### src/rtl/core/dvm_pkg.sv
// Package for the direction/velocity modulator.
// Holds config register map, reset values, fixed-point constants and shared types.
// No dependencies.
`timescale 1ns / 1ps

package dvm_pkg;

  localparam int unsigned DATA_W   = 16;
  localparam int unsigned ADDR_W   = 5;
  localparam int unsigned APB_W    = 32;
  localparam int unsigned DIV_STEPS = 8;   // two quotient bits per step
  localparam int unsigned STEP_W   = 3;

  localparam logic [DATA_W-1:0] FULL_SCALE   = 16'd32768;
  localparam logic [DATA_W-1:0] HALF_TURN    = 16'd32768;
  localparam logic [DATA_W-1:0] QUARTER_TURN = 16'd16384;

  // register indexes (byte address = 4 * index)
  localparam logic [2:0] REG_TARGET_DIR  = 3'd0;
  localparam logic [2:0] REG_DIR_TOL     = 3'd1;
  localparam logic [2:0] REG_DIR_TRANS   = 3'd2;
  localparam logic [2:0] REG_SPD_TOL     = 3'd3;
  localparam logic [2:0] REG_SPD_TRANS   = 3'd4;
  localparam logic [2:0] REG_SYMMETRIC   = 3'd5;
  localparam logic [2:0] REG_MODE        = 3'd6;

  // combining modes
  localparam logic [1:0] MODE_HIGH   = 2'd0;
  localparam logic [1:0] MODE_LOW    = 2'd1;
  localparam logic [1:0] MODE_TOGGLE = 2'd2;

  localparam logic [DATA_W-1:0] RST_DIR_TRANS = 16'd8192;
  localparam logic [DATA_W-1:0] RST_SPD_TRANS = 16'd1024;

  typedef struct packed {
    logic [DATA_W-1:0] target_direction;
    logic [DATA_W-1:0] dir_tol;
    logic [DATA_W-1:0] dir_width;
    logic [DATA_W-1:0] speed_tolerance;
    logic [DATA_W-1:0] speed_transition;
    logic              symmetric;
    logic [1:0]        low_speed_mode;
  } cfg_t;

  // controller -> datapath commands
  typedef struct packed {
    logic capture;    // take an input beat
    logic load_spd;   // store deviation, set up speed ramp division
    logic load_dev;   // store speed effect, set up deviation ramp division
    logic step;       // one divider step
    logic store_dev;  // store deviation effect
    logic load_out;   // combine, update flag, fill output register
  } cmd_t;

endpackage

### src/rtl/core/dvm_regs.sv
// Configuration register file of the direction/velocity modulator.
// APB-style write/read decode and the transition clamp; uses dvm_pkg.
`timescale 1ns / 1ps

module dvm_regs
  import dvm_pkg::*;
(
  input  logic              clk,
  input  logic              rst,
  input  logic              psel,
  input  logic              penable,
  input  logic              pwrite,
  input  logic [ADDR_W-1:0] paddr,
  input  logic [APB_W-1:0]  pwdata,
  output logic [APB_W-1:0]  prdata,
  output cfg_t              cfg
);

  logic              wr_en;
  logic [2:0]        idx;
  logic [DATA_W-1:0] v16;
  logic [DATA_W:0]   bound;
  logic [DATA_W-1:0] trans_clamped;

  assign wr_en = psel && penable && pwrite;
  assign idx   = paddr[ADDR_W-1:2];
  assign v16   = pwdata[DATA_W-1:0];

  // transition may not exceed half turn minus the tolerance held now
  always_comb begin
    if (cfg.dir_tol >= HALF_TURN) begin
      bound = '0;
    end else begin
      bound = {1'b0, HALF_TURN} - {1'b0, cfg.dir_tol};
    end
    if ({1'b0, v16} < bound) begin
      trans_clamped = v16;
    end else begin
      trans_clamped = bound[DATA_W-1:0];
    end
  end

  always_ff @(posedge clk) begin
    if (rst) begin
      cfg.target_direction     <= '0;
      cfg.dir_tol              <= '0;
      cfg.dir_width            <= RST_DIR_TRANS;
      cfg.speed_tolerance      <= '0;
      cfg.speed_transition     <= RST_SPD_TRANS;
      cfg.symmetric            <= 1'b0;
      cfg.low_speed_mode       <= MODE_HIGH;
    end else if (wr_en) begin
      unique case (idx)
        REG_TARGET_DIR: cfg.target_direction     <= v16;
        REG_DIR_TOL:    cfg.dir_tol              <= v16;
        REG_DIR_TRANS:  cfg.dir_width            <= trans_clamped;
        REG_SPD_TOL:    cfg.speed_tolerance      <= v16;
        REG_SPD_TRANS:  cfg.speed_transition     <= v16;
        REG_SYMMETRIC:  cfg.symmetric            <= pwdata[0];
        REG_MODE:       cfg.low_speed_mode       <= pwdata[1:0];
        default: ;
      endcase
    end
  end

  always_comb begin
    prdata = '0;
    unique case (idx)
      REG_TARGET_DIR: prdata[DATA_W-1:0] = cfg.target_direction;
      REG_DIR_TOL:    prdata[DATA_W-1:0] = cfg.dir_tol;
      REG_DIR_TRANS:  prdata[DATA_W-1:0] = cfg.dir_width;
      REG_SPD_TOL:    prdata[DATA_W-1:0] = cfg.speed_tolerance;
      REG_SPD_TRANS:  prdata[DATA_W-1:0] = cfg.speed_transition;
      REG_SYMMETRIC:  prdata[0]          = cfg.symmetric;
      REG_MODE:       prdata[1:0]        = cfg.low_speed_mode;
      default:        prdata             = '0;
    endcase
  end

endmodule

### src/rtl/core/dvm_ctrl.sv
// Sequencing controller of the direction/velocity modulator.
// Runs the two ramp divisions on the shared divider and owns the handshakes; uses dvm_pkg.
`timescale 1ns / 1ps

module dvm_ctrl
  import dvm_pkg::*;
(
  input  logic clk,
  input  logic rst,
  input  logic in_valid,
  output logic in_stall,
  output logic out_valid,
  input  logic out_stall,
  output cmd_t cmd
);

  localparam logic [2:0] S_IDLE   = 3'd0;
  localparam logic [2:0] S_PREP   = 3'd1;
  localparam logic [2:0] S_SDIV   = 3'd2;
  localparam logic [2:0] S_DLOAD  = 3'd3;
  localparam logic [2:0] S_DDIV   = 3'd4;
  localparam logic [2:0] S_DSTORE = 3'd5;
  localparam logic [2:0] S_OUT    = 3'd6;

  logic [2:0]        state, state_next;
  logic [STEP_W-1:0] step_cnt, step_cnt_next;
  logic              slot_free;
  logic              last_step;

  assign in_stall  = rst || (state != S_IDLE);
  assign slot_free = !out_valid || !out_stall;
  assign last_step = (step_cnt == STEP_W'(DIV_STEPS - 1));

  always_comb begin
    state_next    = state;
    step_cnt_next = step_cnt;
    cmd           = '0;
    unique case (state)
      S_IDLE: begin
        if (in_valid) begin
          cmd.capture = 1'b1;
          state_next  = S_PREP;
        end
      end
      S_PREP: begin
        cmd.load_spd  = 1'b1;
        step_cnt_next = '0;
        state_next    = S_SDIV;
      end
      S_SDIV: begin
        cmd.step      = 1'b1;
        step_cnt_next = step_cnt + 1'b1;
        if (last_step) state_next = S_DLOAD;
      end
      S_DLOAD: begin
        cmd.load_dev  = 1'b1;
        step_cnt_next = '0;
        state_next    = S_DDIV;
      end
      S_DDIV: begin
        cmd.step      = 1'b1;
        step_cnt_next = step_cnt + 1'b1;
        if (last_step) state_next = S_DSTORE;
      end
      S_DSTORE: begin
        cmd.store_dev = 1'b1;
        state_next    = S_OUT;
      end
      S_OUT: begin
        if (slot_free) begin
          cmd.load_out = 1'b1;
          state_next   = S_IDLE;
        end
      end
      default: state_next = S_IDLE;
    endcase
  end

  always_ff @(posedge clk) begin
    if (rst) begin
      state     <= S_IDLE;
      step_cnt  <= '0;
      out_valid <= 1'b0;
    end else begin
      state    <= state_next;
      step_cnt <= step_cnt_next;
      if (cmd.load_out) begin
        out_valid <= 1'b1;
      end else if (!out_stall) begin
        out_valid <= 1'b0;
      end
    end
  end

endmodule

### src/rtl/core/dvm_datapath.sv
// Datapath of the direction/velocity modulator: deviation, ramp pre-checks,
// shared radix-4 restoring divider, mode combine, hysteresis flag, output register. Uses dvm_pkg.
`timescale 1ns / 1ps

module dvm_datapath
  import dvm_pkg::*;
(
  input  logic              clk,
  input  logic              rst,
  input  cfg_t              cfg,
  input  cmd_t              cmd,
  input  logic [DATA_W-1:0] move_direction,
  input  logic [DATA_W-1:0] move_speed,
  input  logic              update_allowed,
  output logic [DATA_W-1:0] level,
  output logic              toggle_is_high
);

  logic [DATA_W-1:0] dir_q, spd_q;
  logic              upd_q;
  logic [DATA_W-1:0] dev_q;
  logic [DATA_W-1:0] mag_eff, dev_eff;
  logic              flag;

  // divider state
  logic [DATA_W-1:0] rem, quot, divisor;
  logic              is_full, is_zero;

  // deviation, wrapped to half turn and optionally folded
  logic [DATA_W-1:0] diff, dev_wrap, dev_fold;

  always_comb begin
    diff = dir_q - cfg.target_direction;
    if (diff <= HALF_TURN) begin
      dev_wrap = diff;
    end else begin
      dev_wrap = DATA_W'(0) - diff;
    end
    if (cfg.symmetric && (dev_wrap > QUARTER_TURN)) begin
      dev_fold = HALF_TURN - dev_wrap;
    end else begin
      dev_fold = dev_wrap;
    end
  end

  // ramp set-up for whichever operand is being loaded
  logic [DATA_W-1:0] rx, rt, rw, rd;
  logic              r_le, r_ge;

  always_comb begin
    if (cmd.load_dev) begin
      rx = dev_q;
      rt = cfg.dir_tol;
      rw = cfg.dir_width;
    end else begin
      rx = spd_q;
      rt = cfg.speed_tolerance;
      rw = cfg.speed_transition;
    end
    r_le = (rx <= rt);
    rd   = rx - rt;
    r_ge = (rd >= rw);
  end

  // two restoring steps per cycle; remainder stays below divisor
  logic [DATA_W:0]   t1, t2;
  logic [DATA_W-1:0] r1, r2;
  logic              q1, q2;

  always_comb begin
    t1 = {rem, 1'b0};
    q1 = (t1 >= {1'b0, divisor});
    r1 = q1 ? DATA_W'(t1 - {1'b0, divisor}) : t1[DATA_W-1:0];
    t2 = {r1, 1'b0};
    q2 = (t2 >= {1'b0, divisor});
    r2 = q2 ? DATA_W'(t2 - {1'b0, divisor}) : t2[DATA_W-1:0];
  end

  // quot holds floor(d * 65536 / W); effect uses floor(d * 32768 / W)
  logic [DATA_W-1:0] eff;
  always_comb begin
    if (is_full) begin
      eff = FULL_SCALE;
    end else if (is_zero) begin
      eff = '0;
    end else begin
      eff = FULL_SCALE - {1'b0, quot[DATA_W-1:1]};
    end
  end

  // mode combine and flag update
  logic [DATA_W-1:0] inv, lvl;
  logic              flag_next;

  always_comb begin
    inv = FULL_SCALE - mag_eff;
    case (cfg.low_speed_mode)
      MODE_HIGH: lvl = (mag_eff > dev_eff) ? mag_eff : dev_eff;
      MODE_LOW:  lvl = (dev_eff < inv) ? dev_eff : inv;
      MODE_TOGGLE: begin
        if (flag) begin
          lvl = (mag_eff > dev_eff) ? mag_eff : dev_eff;
        end else begin
          lvl = (dev_eff < inv) ? dev_eff : inv;
        end
      end
      default: lvl = FULL_SCALE;
    endcase
    flag_next = flag;
    if (upd_q) begin
      if (flag && (lvl == '0)) begin
        flag_next = 1'b0;
      end else if (!flag && (lvl == FULL_SCALE)) begin
        flag_next = 1'b1;
      end
    end
  end

  always_ff @(posedge clk) begin
    if (rst) begin
      flag <= 1'b1;
    end else if (cmd.load_out) begin
      flag <= flag_next;
    end
  end

  always_ff @(posedge clk) begin
    if (cmd.capture) begin
      dir_q <= move_direction;
      spd_q <= move_speed;
      upd_q <= update_allowed;
    end
    if (cmd.load_spd) begin
      dev_q <= dev_fold;
    end
    if (cmd.load_dev) begin
      mag_eff <= eff;
    end
    if (cmd.store_dev) begin
      dev_eff <= eff;
    end
    if (cmd.load_spd || cmd.load_dev) begin
      is_full <= r_le;
      is_zero <= r_ge;
      rem     <= rd;
      divisor <= rw;
      quot    <= '0;
    end else if (cmd.step) begin
      rem  <= r2;
      quot <= {quot[DATA_W-3:0], q1, q2};
    end
    if (cmd.load_out) begin
      level          <= lvl;
      toggle_is_high <= flag_next;
    end
  end

endmodule

### src/rtl/core/direction_velocity_modulator.sv
// Top level of the direction/velocity modulator.
// Instantiates dvm_regs, dvm_ctrl and dvm_datapath; uses dvm_pkg.
`timescale 1ns / 1ps

// One motion sample in, one Q1.15 level out (32768 = 1.0). The direction
// deviation from target_direction is wrapped to a half turn (and folded about
// a quarter turn when symmetric is set), then run through a clamped linear
// ramp; speed goes through its own ramp. Both ramps share one restoring
// divider that resolves two quotient bits per cycle. An item runs from its
// input beat through capture, deviation, 8 speed-ramp steps, reload, 8
// deviation-ramp steps, store and combine before the next input beat is
// taken. Results sit in an output register; the next input beat is taken
// while a finished result still waits, but the block cannot retire a
// result until the previous one has left. Writes to the direction ramp
// width are clamped against the direction tolerance held at that time.
// Config is to be written only while the block is idle.

module direction_velocity_modulator
  import dvm_pkg::*;
(
  input  logic              clk,
  input  logic              rst,
  // input samples
  input  logic              in_valid,
  output logic              in_stall,
  input  logic [DATA_W-1:0] move_direction,
  input  logic [DATA_W-1:0] move_speed,
  input  logic              update_allowed,
  // results
  output logic              out_valid,
  input  logic              out_stall,
  output logic [DATA_W-1:0] level,
  output logic              toggle_is_high,
  // config port
  input  logic              psel,
  input  logic              penable,
  input  logic              pwrite,
  input  logic [ADDR_W-1:0] paddr,
  input  logic [APB_W-1:0]  pwdata,
  output logic [APB_W-1:0]  prdata,
  output logic              pready
);

  cfg_t cfg;
  cmd_t cmd;

  // zero-wait-state register access
  assign pready = 1'b1;

  dvm_regs u_regs (
    .clk     (clk),
    .rst     (rst),
    .psel    (psel),
    .penable (penable),
    .pwrite  (pwrite),
    .paddr   (paddr),
    .pwdata  (pwdata),
    .prdata  (prdata),
    .cfg     (cfg)
  );

  // sequencer: handshakes and divider step count
  dvm_ctrl u_ctrl (
    .clk       (clk),
    .rst       (rst),
    .in_valid  (in_valid),
    .in_stall  (in_stall),
    .out_valid (out_valid),
    .out_stall (out_stall),
    .cmd       (cmd)
  );

  // arithmetic, hysteresis flag and result register
  dvm_datapath u_dp (
    .clk            (clk),
    .rst            (rst),
    .cfg            (cfg),
    .cmd            (cmd),
    .move_direction (move_direction),
    .move_speed     (move_speed),
    .update_allowed (update_allowed),
    .level          (level),
    .toggle_is_high (toggle_is_high)
  );

endmodule

### config.mk
export PLATFORM = sky130hd
export DESIGN_NAME = direction_velocity_modulator
export DESIGN_NICKNAME = d
export VERILOG_FILES = /design/src/rtl/core/dvm_pkg.sv /design/src/rtl/core/dvm_regs.sv /design/src/rtl/core/dvm_ctrl.sv /design/src/rtl/core/dvm_datapath.sv /design/src/rtl/core/direction_velocity_modulator.sv
export SDC_FILE = /design/constraint.sdc
export NUM_CORES = 1
export LEC_CHECK = 0
export BUFFER_PORTS_ARGS = -buffer_cell sky130_fd_sc_hd__buf_2
export CORE_MARGIN = 3
export CORE_UTILIZATION = 55
export CTS_CLUSTER_DIAMETER = 150
export CTS_CLUSTER_SIZE = 40
export DETAILED_ROUTE_END_ITERATION = 16
export PLACE_DENSITY = 0.74
export SLEW_MARGIN = 25
export SYNTH_ARGS = -nofsm -noshare
export SYNTH_HDL_FRONTEND = slang
export SYNTH_SLANG_ARGS = --single-unit
### constraint.sdc
create_clock -name clk -period 6.29 [get_ports clk]
set_input_delay 1.258 -clock clk [delete_from_list [all_inputs] [get_ports clk]]
set_output_delay 1.258 -clock clk [all_outputs]
set_load 0.005 [all_outputs]
# Word level (Yosys, flattened, before mapping)
# Index checks and enable logic that the tools add are counted.
# Widths: inputs -> output; s select.
op_classes:
  eq_ne: 21
  n_bitwise: 0
  div: 0
  n_mul: 0
  shift: 0
  n_lt_le_gt_ge: 10
  addsub: 10
  n_mux: 39
  reduce_logical: 28
op_table:
  columns: ["op", "count"]
  rows:
  - ["$mux 16", 15]
  - ["$pmux 14 s5", 1]
  - ["$sub 16x16->16", 4]
  - ["$pmux 16 s3", 1]
  - ["$ge 17x16->1", 2]
  - ["$sub 16x16->16 const A", 2]
  - ["$eq 3x3->1 const B", 7]
  - ["$pmux 3 s7", 1]
  - ["$lt 16x17->1", 1]
  - ["$mux 17", 1]
  - ["$sub 16x16->17 const A", 1]
  - ["$eq 16x16->1 const B", 1]
  - ["$ge 16x16->1", 1]
  - ["$ge 16x16->1 const B", 1]
  - ["$gt 16x15->1 const B", 1]
  - ["$gt 16x16->1", 1]
  - ["$le 16x16->1", 1]
  - ["$le 16x16->1 const B", 1]
  - ["$logic_not 16->1", 1]
  - ["$lt 16x16->1", 1]
  - ["$sub 1x16->16 const A", 1]
  - ["$sub 16x15->16 const A", 1]
  - ["$reduce_and 2->1", 7]
  - ["$mux 1", 13]
  - ["20 further kinds", 41]
word_totals:
  input_bits: 77
  out_inout_bits: 52
  ram_bits: 0
  rom_bits: 0
  word_cells: 132
  memories: 0
  latchBits: 0
  register_bits: 239

# Depth between registers and ports, before layout
logic_depth:
  ltp_word: 10
  mapped_depth: 28

# Hierarchy
# Synthesis repeated with hierarchy kept, for this count alone.
hier_totals:
  cells_unflattened: 1835
  hier_area_um2: 16487.1
by_module_without_submodules:
  columns: ["module", "cells_each", "area_per_inst_um2", "instances"]
  rows:
  - ["dvm_datapath", 1194, 11502.3, 1]
  - ["dvm_regs", 581, 4510.6, 1]
  - ["dvm_ctrl", 58, 462.9, 1]
  - ["direction_velocity_modulator", 2, 11.3, 1]

# Worst setup path before layout
# No wires, ideal clock.
synth_timing:
  kind: "register to register"
  from: "register u_dp.divisor[1]"
  to: "register u_dp.rem[14] (data pin)"
  arrival_ns: 5.368
  path_stages_with_launch: 27
  slack_ns: 0.662
  n_path_buf: 1
  setup_ns: 0.260
  cell_sequence: "edfxtp_1 -> inv_1 -> ha_1 -> nor2b_1 -> o21ai_0 -> a21boi_0 -> o21ai_0 -> a21boi_0 -> o2111ai_1 -> and3_1 -> o31ai_1 -> a21boi_1 -> clkbuf_1 -> nor2_1 -> ha_1 -> nor2b_1 -> o21ai_0 -> a21boi_0 -> o21ai_0 -> nand2b_1 -> a21o_1 -> a21o_1 -> a22oi_1 -> a211o_1 -> o211ai_1 -> mux2_2 -> mux2_2"
synth_between:
  elab_chain_cells: 6
  word_cells_on_any_way: 8
synth_rtl:
  columns: ["element", "line", "text"]
  rows:
  - ["from (decl)", "dvm_datapath.sv:26", "logic [DATA_W-1:0] rem, quot, divisor;"]
  - ["from (signal assigned)", "dvm_datapath.sv:146", "divisor <= rw;"]
  - ["$sub 16x16->16 or $ge 17x16->1 (tied branches)", "dvm_datapath.sv:73, dvm_datapath.sv:72", null]
  - ["$mux 16", "dvm_datapath.sv:73", "r1 = q1 ? DATA_W'(t1 - {1'b0, divisor}) : t1[DATA_W-1:0];"]
  - ["$sub 16x16->16 or $ge 17x16->1 (tied branches)", "dvm_datapath.sv:76, dvm_datapath.sv:75", null]
  - ["$mux 16 (*)", "dvm_datapath.sv:76", "r2 = q2 ? DATA_W'(t2 - {1'b0, divisor}) : t2[DATA_W-1:0];"]
  - ["$mux 16 (*)", "dvm_datapath.sv:148", "end else if (cmd.step) begin"]
  - ["$mux 16 (*)", "dvm_datapath.sv:142", "if (cmd.load_spd || cmd.load_dev) begin"]
  - ["to (signal assigned)", "dvm_datapath.sv:145", "rem <= rd;"]
  - ["to (signal assigned)", "dvm_datapath.sv:149", "rem <= r2;"]
  - ["to (decl)", "dvm_datapath.sv:26", null]
# Mark *: on every way between the ends. The rest lies on a longest branch, timed or not. The select of a mux whose other input is x is not followed.
# A chain may end at the register's enable or synchronous reset.

# Worst setup path after layout
# Ends and elaborated chain as after synthesis.

==> run metrics <==
outcome finished clean; drt total wl around 42 mm; maxcap violations 0; Setup WS post-layout approximately 0.38 ns; vias in the first global route ~13000; total CTS buffers 9; Final Critical Period between 5 and 6 ns; n_diodes 0; I/O pin total about 130; clk_skew around 0.019 ns; CTS root buffer clkbuf_16; Avg Inst Size Synth roughly 8.8 sq um; peak supply drop around 0.20 mV; maximum number of pins on one net before global-route repair 93; Slew HR roughly a third; DP Area between 15000 and 20000 sq um; wl on met1 18.7 mm; total number of vias 13900; Critical Path Fanout Max 5; CTS max path bufs 3; Fillers 2532; Die Width around 180 microns; Core Rows 62; Detailed Route Iter0 Violations 1011; Core ar. just under 30000 sq um; die area roughly 32000 sq um; PwrDens 292 nW/um^2; Seq/Total Area, Yosys a little under two fifths; EDFF count, synth 132; H-tree depth 1; final net count between 2000 and 2500; Tot Pwr roughly 0.0052 W; effective utilization at floorplan between 50% and 60%; setup TNS 0 ns; crit path DAT slightly above 6 ns; crit-path max cell delay approximately 0.44 ns; post-synthesis instance area between 15000 and 20000 sq um; Port Buf Inserts 93; DPL Wire Length roughly 33 mm; top cell type's share of synthesized area between 20% and 30%; Ys Warns 0; Netlist cell types ~80; clock-pin slew on the worst setup and hold paths ~0.15 ns; Worst-Margin Slew 1.02 ns; die height approximately 180 microns; Yosys reg bits roughly 240; Fin. Hold Viols 0; Worst Path Class, Setup reg -> reg; final instance area approximately 18000 sq um; GRT overflow 0; first-pass GRT wire length just under 70 mm; overall routing resource usage 25.4%; Synth area leader edfxtp_1; drt pass-1 iters 8; synth top area cells edfxtp_1 (24%), dfxtp_1 (13%), ha_1 (9.9%); CTS tree done; Async SR Flop Fraction 0%; RSZ-0062 raised after global routing false; met2 WL ~20 mm; Worst Path Buf+Inv 2; Critical Path RT about 6.6 ns; fmax approximately 0.17 GHz; Leakage Power 7.29 nW; most frequent cells after synthesis nand2_1 (256), a21oi_1 (160), nor2_1 (141); CP max-delay cell edfxtp_1; Wirelength per Cell around 18 microns; insertion delay to the later sink of the worst-skew pair ~0.49 ns; Mapped Cells roughly 1900; DR top layer met4; RD Place Congestion around 0.95; Layout area overhead 6.26%; DP Worst Slack ~0.25 ns; most used cell, CP a21o_1; Worst setup EP type register; crit-path leading delay family compound AO/OA/AOI/OAI gates; Vias/cell ~6.0; Primary FF master, synth edfxtp_1; Tightest Hold Check Type reg -> reg; DRC Markers 0; met3 WL 2.17 mm; Final Slew Violations 0; fraction of layout cells with a size suffix above 1 about a tenth; nature of the critical path startpoint register; most frequent cell after synthesis nand2_1; antenna-violating nets left 0; initial antenna violation count 0; Period Utilization, post-route 93.9%; # setup viols final 0; CTS sink count approximately 240
==> area by class of cell <==
cell class | count | area, sq um | area share [%]
tap | 384 | 480 | 2.72
clock buffer | 13 | 241 | 1.37
inverter | 117 | 439 | 2.49
timing repair buffer | 122 | 683 | 3.87
multi-input combinational | 1444 | 9690 | 54.9
sequential | 239 | 6110 | 34.6
==> logic make-up (layout without fill, tap and decap cells) <==
kind of cell	Yosys count	in the layout	share of synthesized area, %
and+or+nand+nor	616	616	17.1
AOI/OAI and AO/OA	475	475	18.6
DFF	239	239	36.8
buffers and inverters	222	252	5.46
adders and majority gates	134	134	10.2
muxes	103	103	6.63
xor gates and xnor gates	99	99	5.22
other	2	17	0.0452
==> per-layer routing <==
layer | GRT usage (%) | vias to the layer above
met5 | 0 | -
met4 | 8.48 | 0
met3 | 2.02 | 61
met2 | 43.5 | 464
met1 | 34.3 | 6550
li1 | - | 6815
==> flip-flops by register name (all words and copies together) (netlist names) <==
signal               flops
u_dp.is_zero             1
u_dp.rem                16
u_dp.spd_q              16
u_dp.upd_q               1
u_dp.dev_eff            16
u_dp.mag_eff            16
u_dp.is_full             1
u_dp.quot               16
u_dp.flag                1
u_dp.level              16
u_regs.cfg              83
u_ctrl.out_valid         1
u_dp.dir_q              16
u_dp.divisor            16
u_ctrl.state             3
u_ctrl.step_cnt          3
u_dp.toggle_is_high      1
u_dp.dev_q              16
==> tightest hold or removal path, stage by stage, from the launching register on <==
cell and delay, ns:
dfxtp_1 0.34, nand2_1 0.05, o31ai_1 0.05
==> final timing paths <==
path	start	to	slack [ns]	depth (start not counted)
worst min-delay path	u_dp.quot[0]	u_dp.quot[2]	0.48	2
worst min register to register	u_dp.quot[0]	u_dp.quot[2]	0.48	2
worst max-delay path	u_dp.divisor[1]	u_dp.rem[14]	0.38	26
worst max register to register	u_dp.divisor[1]	u_dp.rem[14]	0.38	26
==> repair_timing <==
item / CTS / global route
endpoints found under the setup margin: 0 / 16
hold buffers: 0 / 0
gates resized for setup: 0 / 5
buffers inserted: 0 / 1
==> through the flow <==
stage               util [%]  cells  hold WS (ns)
floorplan                  -   1905         0.425
global placement        59.4   2305         0.446
detailed placement      59.4   2305         0.452
CTS                     60.2   2318         0.476
global route            60.3   2319         0.508
finish                  60.3   2319         0.481
==> cell usage in the layout (no fill, tap or decap), types with 10 or more instances in the layout <==
master       n
xnor2_1     62
mux2_2      36
a21oi_1    160
o22ai_1     22
o2bb2ai_1   12
o21a_1      12
dfxtp_1    107
inv_1      116
mux2i_1     65
conb_1      17
o21ai_0     84
edfxtp_1   132
buf_2       93
a21o_1      54
nand4_1     16
nand3_1     24
a211oi_1    10
o211ai_1    11
a2111oi_0   10
and3_1      16
xor2_1      37
o31ai_1     10
nor4_1      18
ha_1       131
nor3_1      43
nor2b_1     18
or3_1       18
nand2_1    255
nor2_1     140
buf_4       29
a22oi_1     26
nand2b_1    21
==> report_power, final <==
part	leakage, nW	internal (W)	switching, W
clock network	0.119	0.000273	0.000461
registers	2.10	0.00185	0.0000678
logic	5.07	0.00111	0.00140
(Power assumes the default switching activity.)
